### src/hw/rtl/mtrc_pkg.sv
// Shared types, constants and the CRC helper of the frame converter.
package mtrc_pkg;

  localparam int HeaderBytes   = 6;
  localparam int MaxFrameBytes = 260;
  localparam int MaxResults    = 6;
  localparam int PosW          = 9;
  localparam int HdrIdxW       = 3;
  localparam int CntW          = 3;

  localparam logic [1:0] ModeReq = 2'd0;
  localparam logic [1:0] ModeRsp = 2'd1;
  localparam logic [1:0] ModeTmo = 2'd2;

  localparam logic       RegTimeoutLimit = 1'b0;
  localparam logic [7:0] TimeoutLimitRst = 8'd50;
  localparam logic [15:0] CrcInit        = 16'hFFFF;
  localparam logic [15:0] CrcPoly        = 16'hA001;

  typedef struct packed {
    logic       valid;
    logic [7:0] data;
    logic       reboot;
  } res_t;

  typedef struct packed {
    res_t [MaxResults-1:0] ent;
    logic [CntW-1:0]       cnt;
  } rlist_t;

  // Modbus CRC-16, one byte folded in, LSB first.
  function automatic logic [15:0] crc_fold(input logic [15:0] crc, input logic [7:0] b);
    logic [15:0] c;
    c = crc ^ {8'h00, b};
    for (int k = 0; k < 8; k++) begin
      if (c[0]) begin
        c = (c >> 1) ^ CrcPoly;
      end else begin
        c = c >> 1;
      end
    end
    return c;
  endfunction

endpackage

### src/hw/rtl/mtrc_core.sv
// Frame state (position, CRC, delay line, header, timeout count) and result list.
module mtrc_core (
  input  logic                clk_i,
  input  logic                rst_ni,
  input  logic                accept_i,
  input  logic [1:0]          mode_i,
  input  logic [7:0]          byte_i,
  input  logic                last_i,
  input  logic [7:0]          limit_i,
  output mtrc_pkg::rlist_t    list_o
);

  logic [mtrc_pkg::PosW-1:0] pos_q, pos_d;
  logic [15:0]               crc_q, crc_d;
  logic [7:0]                dly0_q, dly0_d, dly1_q, dly1_d;
  logic [7:0]                tocnt_q, tocnt_d;
  logic [7:0]                hdr_q [mtrc_pkg::HeaderBytes];
  logic                      hdr_we;
  logic                      in_range, in_hdr, fwd;
  logic [15:0]               crc_new;
  mtrc_pkg::rlist_t          list;

  assign in_range = pos_q < mtrc_pkg::PosW'(mtrc_pkg::MaxFrameBytes);
  assign in_hdr   = pos_q < mtrc_pkg::PosW'(mtrc_pkg::HeaderBytes);
  assign fwd      = in_range && !in_hdr;
  assign crc_new  = fwd ? mtrc_pkg::crc_fold(crc_q, byte_i) : crc_q;

  always_comb begin
    pos_d   = pos_q;
    crc_d   = crc_q;
    dly0_d  = dly0_q;
    dly1_d  = dly1_q;
    tocnt_d = tocnt_q;
    hdr_we  = 1'b0;
    list    = '0;
    case (mode_i)
      mtrc_pkg::ModeReq: begin
        if (in_range) begin
          hdr_we = in_hdr;
          crc_d  = crc_new;
          pos_d  = pos_q + mtrc_pkg::PosW'(1);
        end
        if (fwd) begin
          list.ent[0] = '{valid: 1'b1, data: byte_i, reboot: 1'b0};
          if (last_i) begin
            list.ent[1] = '{valid: 1'b1, data: crc_new[7:0], reboot: 1'b0};
            list.ent[2] = '{valid: 1'b1, data: crc_new[15:8], reboot: 1'b0};
            list.cnt    = mtrc_pkg::CntW'(3);
          end else begin
            list.cnt    = mtrc_pkg::CntW'(1);
          end
        end else if (last_i) begin
          list.ent[0] = '{valid: 1'b1, data: crc_new[7:0], reboot: 1'b0};
          list.ent[1] = '{valid: 1'b1, data: crc_new[15:8], reboot: 1'b0};
          list.cnt    = mtrc_pkg::CntW'(2);
        end
        if (last_i) begin
          pos_d = '0;
          crc_d = mtrc_pkg::CrcInit;
        end
      end
      mtrc_pkg::ModeRsp: begin
        tocnt_d = '0;
        if (in_range) begin
          if (pos_q == '0) begin
            // first byte of a response brings out the stored header
            for (int k = 0; k < mtrc_pkg::HeaderBytes; k++) begin
              list.ent[k] = '{valid: 1'b1, data: hdr_q[k], reboot: 1'b0};
            end
            list.cnt = mtrc_pkg::CntW'(mtrc_pkg::HeaderBytes);
          end else if (pos_q >= mtrc_pkg::PosW'(2)) begin
            list.ent[0] = '{valid: 1'b1, data: dly0_q, reboot: 1'b0};
            list.cnt    = mtrc_pkg::CntW'(1);
          end
          dly0_d = dly1_q;
          dly1_d = byte_i;
          pos_d  = pos_q + mtrc_pkg::PosW'(1);
        end
        if (last_i) begin
          pos_d  = '0;
          dly0_d = '0;
          dly1_d = '0;
        end
      end
      mtrc_pkg::ModeTmo: begin
        if (tocnt_q != 8'hFF) begin
          tocnt_d = tocnt_q + 8'd1;
        end
        pos_d       = '0;
        crc_d       = mtrc_pkg::CrcInit;
        dly0_d      = '0;
        dly1_d      = '0;
        list.ent[0] = '{valid: 1'b0, data: 8'h00, reboot: (tocnt_q > limit_i)};
        list.cnt    = mtrc_pkg::CntW'(1);
      end
      default: begin
        list = '0;
      end
    endcase
  end

  assign list_o = list;

  always_ff @(posedge clk_i or negedge rst_ni) begin
    if (!rst_ni) begin
      pos_q   <= '0;
      crc_q   <= mtrc_pkg::CrcInit;
      dly0_q  <= '0;
      dly1_q  <= '0;
      tocnt_q <= '0;
    end else if (accept_i) begin
      pos_q   <= pos_d;
      crc_q   <= crc_d;
      dly0_q  <= dly0_d;
      dly1_q  <= dly1_d;
      tocnt_q <= tocnt_d;
    end
  end

  always_ff @(posedge clk_i) begin
    if (accept_i && hdr_we) begin
      hdr_q[pos_q[mtrc_pkg::HdrIdxW-1:0]] <= byte_i;
    end
  end

endmodule

### src/hw/rtl/mtrc_out_queue.sv
// Result register: holds one item's result list and hands it out one result a cycle while m_axis_tready_i is high.
module mtrc_out_queue (
  input  logic             clk_i,
  input  logic             rst_ni,
  input  logic             load_i,
  input  mtrc_pkg::rlist_t list_i,
  output logic             ready_o,
  output logic             m_axis_tvalid_o,
  input  logic             m_axis_tready_i,
  output logic [7:0]       m_axis_tdata_o,
  output logic [1:0]       m_axis_tuser_o,
  output logic             m_axis_tlast_o
);

  mtrc_pkg::res_t [mtrc_pkg::MaxResults-1:0] ent_q, ent_shift;
  logic [mtrc_pkg::CntW-1:0]                 cnt_q;
  logic                                      pop;

  assign pop     = m_axis_tvalid_o && m_axis_tready_i;
  assign ready_o = (cnt_q == '0) || ((cnt_q == mtrc_pkg::CntW'(1)) && m_axis_tready_i);

  always_comb begin
    for (int i = 0; i < mtrc_pkg::MaxResults - 1; i++) begin
      ent_shift[i] = ent_q[i+1];
    end
    ent_shift[mtrc_pkg::MaxResults-1] = '0;
  end

  always_ff @(posedge clk_i or negedge rst_ni) begin
    if (!rst_ni) begin
      cnt_q <= '0;
    end else if (load_i) begin
      cnt_q <= list_i.cnt;
    end else if (pop) begin
      cnt_q <= cnt_q - mtrc_pkg::CntW'(1);
    end
  end

  always_ff @(posedge clk_i) begin
    if (load_i) begin
      ent_q <= list_i.ent;
    end else if (pop) begin
      ent_q <= ent_shift;
    end
  end

  assign m_axis_tvalid_o = cnt_q != '0;
  assign m_axis_tdata_o  = ent_q[0].data;
  assign m_axis_tuser_o  = {ent_q[0].reboot, ent_q[0].valid};
  assign m_axis_tlast_o  = cnt_q == mtrc_pkg::CntW'(1);

endmodule

### src/hw/rtl/modbus_tcp_rtu_frame_converter_unit.sv
// Top level of the Modbus TCP to RTU frame converter.
//
//   channel   direction  payload
//   s_axis    in         tdata in_byte, tuser mode, tlast in_last
//   m_axis    out        tdata out_byte, tuser out_valid/reboot_request, tlast out_last
//   apb       in         register 0 timeout_limit at byte address 0
//
// An item is taken when s_axis_tvalid_i and s_axis_tready_o are both high; its
// results are loaded into the result register and leave it one per cycle while
// m_axis_tready_i is high: one for a forwarded byte or a timeout, none for a
// header byte or an ignored item, 2 or 3 for the last byte of a request (CRC
// appended), up to 6 for the first byte of a response (header replay).
// s_axis_tready_o is high while the result register is empty or its final
// result is being taken, so single-result items flow back to back. Reset clears
// frame state, timeout count and result register; header bytes are not reset.
module modbus_tcp_rtu_frame_converter_unit (
  input  logic        clk_i,
  input  logic        rst_ni,
  input  logic        s_axis_tvalid_i,
  output logic        s_axis_tready_o,
  input  logic [7:0]  s_axis_tdata_i,   // [7:0] in_byte
  input  logic [1:0]  s_axis_tuser_i,   // [1:0] mode
  input  logic        s_axis_tlast_i,
  output logic        m_axis_tvalid_o,
  input  logic        m_axis_tready_i,
  output logic [7:0]  m_axis_tdata_o,   // [7:0] out_byte
  output logic [1:0]  m_axis_tuser_o,   // [0] out_valid, [1] reboot_request
  output logic        m_axis_tlast_o,
  input  logic        psel,
  input  logic        penable,
  input  logic        pwrite,
  input  logic [2:0]  paddr,
  input  logic [31:0] pwdata,
  output logic [31:0] prdata,
  output logic        pready
);

  logic             accept;
  logic             q_ready;
  logic [7:0]       limit_q;
  mtrc_pkg::rlist_t list;

  assign pready          = 1'b1;
  assign s_axis_tready_o = q_ready;
  assign accept          = s_axis_tvalid_i && q_ready;

  always_ff @(posedge clk_i or negedge rst_ni) begin
    if (!rst_ni) begin
      limit_q <= mtrc_pkg::TimeoutLimitRst;
    end else if (psel && penable && pwrite && pready &&
                 (paddr[2] == mtrc_pkg::RegTimeoutLimit)) begin
      limit_q <= pwdata[7:0];
    end
  end

  assign prdata = (paddr[2] == mtrc_pkg::RegTimeoutLimit) ? {24'h000000, limit_q} : 32'h0;

  mtrc_core u_core (
    .clk_i    (clk_i),
    .rst_ni   (rst_ni),
    .accept_i (accept),
    .mode_i   (s_axis_tuser_i),
    .byte_i   (s_axis_tdata_i),
    .last_i   (s_axis_tlast_i),
    .limit_i  (limit_q),
    .list_o   (list)
  );

  mtrc_out_queue u_queue (
    .clk_i           (clk_i),
    .rst_ni          (rst_ni),
    .load_i          (accept),
    .list_i          (list),
    .ready_o         (q_ready),
    .m_axis_tvalid_o (m_axis_tvalid_o),
    .m_axis_tready_i (m_axis_tready_i),
    .m_axis_tdata_o  (m_axis_tdata_o),
    .m_axis_tuser_o  (m_axis_tuser_o),
    .m_axis_tlast_o  (m_axis_tlast_o)
  );

endmodule

### config.mk
export PLATFORM = sky130hd
export DESIGN_NAME = modbus_tcp_rtu_frame_converter_unit
export DESIGN_NICKNAME = d
export VERILOG_FILES = /design/src/hw/rtl/mtrc_pkg.sv /design/src/hw/rtl/mtrc_core.sv /design/src/hw/rtl/mtrc_out_queue.sv /design/src/hw/rtl/modbus_tcp_rtu_frame_converter_unit.sv
export SDC_FILE = /design/constraint.sdc
export NUM_CORES = 1
export LEC_CHECK = 0
export BUFFER_PORTS_ARGS = -buffer_cell sky130_fd_sc_hd__buf_4
export CORE_ASPECT_RATIO = 1.75
export CORE_MARGIN = 3
export CORE_UTILIZATION = 50
export DETAILED_ROUTE_END_ITERATION = 7
export PLACE_DENSITY = 0.79
export SKIP_CTS_REPAIR_TIMING = 1
export SYNTH_ARGS = -nofsm -noshare
export SYNTH_HDL_FRONTEND = slang
export SYNTH_HIERARCHICAL = 1
export SYNTH_SLANG_ARGS = --single-unit
### constraint.sdc
create_clock -name clk_i -period 4.6 [get_ports clk_i]
set_clock_uncertainty 0.2 [all_clocks]
set_input_delay 0.23 -clock clk_i [delete_from_list [all_inputs] [get_ports clk_i]]
set_output_delay 0.23 -clock clk_i [all_outputs]
set_load 0.02 [all_outputs]
==> impl_metrics.toml <==
[outcome]
status = "finished, final reports clean"

[clock_tree]
cts.sinks = 168
path_clk_slew_ps = 70
clockBufferDepth = 2
cts_buffers = 17
clkLatencyLatePin_ps = 420
root_buffer = "clkbuf_16"
cts_tree = "yes"
cts_htree_levels = 4

[logic_synthesis]
synth_edf_count = 108
synthXorXnorAreaFrac = 0.0320
ys_ff_latch = 168
synth_top_family_by_area = "simple AND/OR/NAND/NOR gates"
synthAdderAreaFrac = 0.0200
mappedNetlistArea_um2 = 8750
synthArstFlopShare = 0.357
synth_ff_type = "edfxtp_1"
synthMuxAreaShare = 0.0758
synth_warnings = 6
synth.avg_cell_area_um2 = 11.7
synth_compound_area_frac = 0.117
synthSimpleGateAreaFrac = 0.139
yosysSeqAreaShare = 0.545
syn_inst = 747
synth.distinct_cells = 69

[global_routing]
track_usage = 0.194
grt_overflow = 0
grt_max_degree = 61
antenna_found_initial = 0
grt_pass1_vias = 5667
grt_pass1_wl_um = 29400

[setup_path]
path_class = "reg -> reg"
r2r_end = "u_queue/cnt_q[0]"
endpoint_kind = "flop"
worst-path-max-fanout = 27
crit_end = "u_queue/cnt_q[0]"
startpoint = "u_core/pos_q[2]"
critPathRequiredTime_ps = 4750
regToRegSetupSlack_ps = 1370
crit_arrival_ps = 3380
start_kind = "flop"
reg2reg_depth = 6
reg2reg_from = "u_core/pos_q[2]"

[die]
core_region_area_um2 = 17000
io_pins = 99
die_w_um = 106
die_y_um = 181
start_util = 0.514
fp-row-count = 63
dieArea_um2 = 19200

[routing]
drt-wirelength-per-cell_um = 18.1
ant_nets = 0
dr_total_vias = 5754
drt_iter0_markers = 405
vias_per_cell = 5.62
drc = 0
first_pass_iters = 5
wl_um = 18500

[sta]
rsz0062_at_grt = "false"
final_hold_viol_count = 0
fin_tns_setup_ps = 0
worst_pin_slew_ps = 1020
timing.final.crit_period_ps = 3230
slew_viol_final = 0
finalSetupViolCount = 0
timing.final.crit_share = 0.703
max_freq_ghz = 0.309
maxSlewHeadroom = 0.313

[layout]
fin_nets = 850
utilization = 0.575
drive_above_1_share = 0.241
antenna_cells = 0
synthToLayoutAreaGrowth_pct = 11.8

[run]
drv_cap = 0

[placement]
io_buffers = 47
globalplace.congestion = 0.869
dpl.hpwl_um = 12400

[power]
max-vdd-ir-drop_mv = 0.373
p_leak_uw = 0.00394
powerDensity_nw_per_um2 = 591

[min_path]
hold_class = "in -> reg"
logic make-up after synthesis:
kind of cell,count (synthesis)
simple gates,227
other cells,3
mux,59
xor+xnor,27
flops,168
compound gates,145
fa+ha+maj,14
buf+inv,104
synth_stat cells (5+ instances only):
library cell / instances / area share
mux2_2: 58 / 0.075
a21oi_1: 18 / 0.010
and2_1: 36 / 0.026
and3_1: 6 / 0.0043
o22a_1: 10 / 0.010
xor2_1: 9 / 0.0090
clkbuf_1: 16 / 0.0069
buf_1: 5 / 0.0021
buf_4: 48 / 0.041
nand2_1: 78 / 0.033
o22ai_1: 8 / 0.0057
edfxtp_1: 108 / 0.37
dfstp_2: 19 / 0.057
nor3_1: 9 / 0.0051
dfrtp_1: 41 / 0.12
ha_1: 14 / 0.020
and2b_2: 8 / 0.0080
nand2b_1: 14 / 0.010
a22o_1: 26 / 0.026
inv_1: 22 / 0.0094
o21ai_0: 41 / 0.023
a211oi_1: 9 / 0.0077
a32oi_1: 9 / 0.0090
nor2_1: 33 / 0.014
xnor2_1: 14 / 0.014
nor2b_1: 15 / 0.011
nand3_1: 8 / 0.0046
buf_2: 8 / 0.0046
sequential cells by signal, summed over array words and instances, names as in the netlist:
signal / cells
u_core/pos_q: 9
u_core/dly1_q: 8
u_core/crc_q: 16
u_queue/m_axis_tdata_o: 8
u_queue/m_axis_tuser_o: 2
u_core/tocnt_q: 8
limit_q: 8
u_queue/ent_q: 50
u_core/hdr_q: 48
u_queue/cnt_q: 3
u_core/dly0_q: 8
power breakdown:
| group | internal [uW] | switching, uW |
|---|---|---|
| logic | 845 | 1090 |
| registers | 2230 | 254 |
| clock network | 777 | 594 |
critical path: stages, from the launching register on:
cell and delay (ps):
dfrtp_1 720, or3_4 570, o21ai_4 270, nand2_1 160, nor2b_1 670, o21bai_1 310, a221o_1 250
stage by stage:
| stage | worst slack, ps | cell area [um^2] | std cells | total power, uW | hold WS, ps |
|---|---|---|---|---|---|
| 2_1_floorplan | 749 | 8850 | 774 | 3960 | -266 |
| 3_3_place_gp | 1490 | 9040 | 974 | 4340 | 159 |
| 3_5_place_dp | 1460 | 9040 | 974 | 4420 | 171 |
| 4_1_cts | 1440 | 9620 | 1006 | 5800 | -277 |
| 5_1_grt | 1310 | 9790 | 1023 | 6100 | 75.6 |
| 6_report | 1370 | 9790 | 1023 | 5790 | 39.4 |
cells in the final DEF (no fill, tap or decap), types with 9 or more instances in the layout:
| cell | instances |
|---|---|
| inv_1 | 22 |
| nor2b_1 | 15 |
| xnor2_1 | 14 |
| a32oi_1 | 9 |
| dlygate4sd3_1 | 17 |
| dfstp_2 | 19 |
| and2_1 | 35 |
| xor2_1 | 9 |
| a21oi_1 | 18 |
| mux2_2 | 58 |
| a211oi_1 | 9 |
| a22o_1 | 26 |
| edfxtp_1 | 108 |
| clkbuf_16 | 19 |
| conb_1 | 30 |
| nand2b_1 | 13 |
| ha_1 | 14 |
| buf_4 | 53 |
| dfrtp_1 | 41 |
| nand2_1 | 78 |
| o21ai_0 | 41 |
| o22a_1 | 10 |
| nor2_1 | 33 |
worst min-delay path by stage:
| stage | to | depth (start not counted) | slack [ps] | start |
|---|---|---|---|---|
| floorplan | limit_q[0] | 0 | -270 | rst_ni |
| CTS | u_core/pos_q[3] | 1 | -280 | rst_ni |
| global route | u_queue/cnt_q[1] | 3 | 80 | m_axis_tready_i |
| detailed placement | u_core/pos_q[6] | 1 | 170 | rst_ni |
| global placement | u_core/pos_q[3] | 1 | 160 | rst_ni |
| finish | u_queue/cnt_q[2] | 4 | 40 | m_axis_tready_i |
area by class of cell:
type | instances | area (um^2)
sequential | 168 | 4770
clock buffer | 21 | 493
fill | 1403 | 7240
timing repair buffer | 71 | 588
tap | 227 | 284
multi-input combinational | 502 | 3490
inverter | 23 | 86.3
clock inverter | 11 | 81.3
metal layers:
layer | track usage | wire (um) | share of wire | vias to the layer above
met2 | 0.348 | 9870 | 0.53 | 206
met1 | 0.217 | 7060 | 0.38 | 2816
met5 | 0 | 0 | 0 | -
li1 | - | - | - | 2680
met4 | 0.109 | 804 | 0.044 | 0
met3 | 0.0279 | 745 | 0.040 | 52
Note: power is estimated with default switching activity, not from simulation.
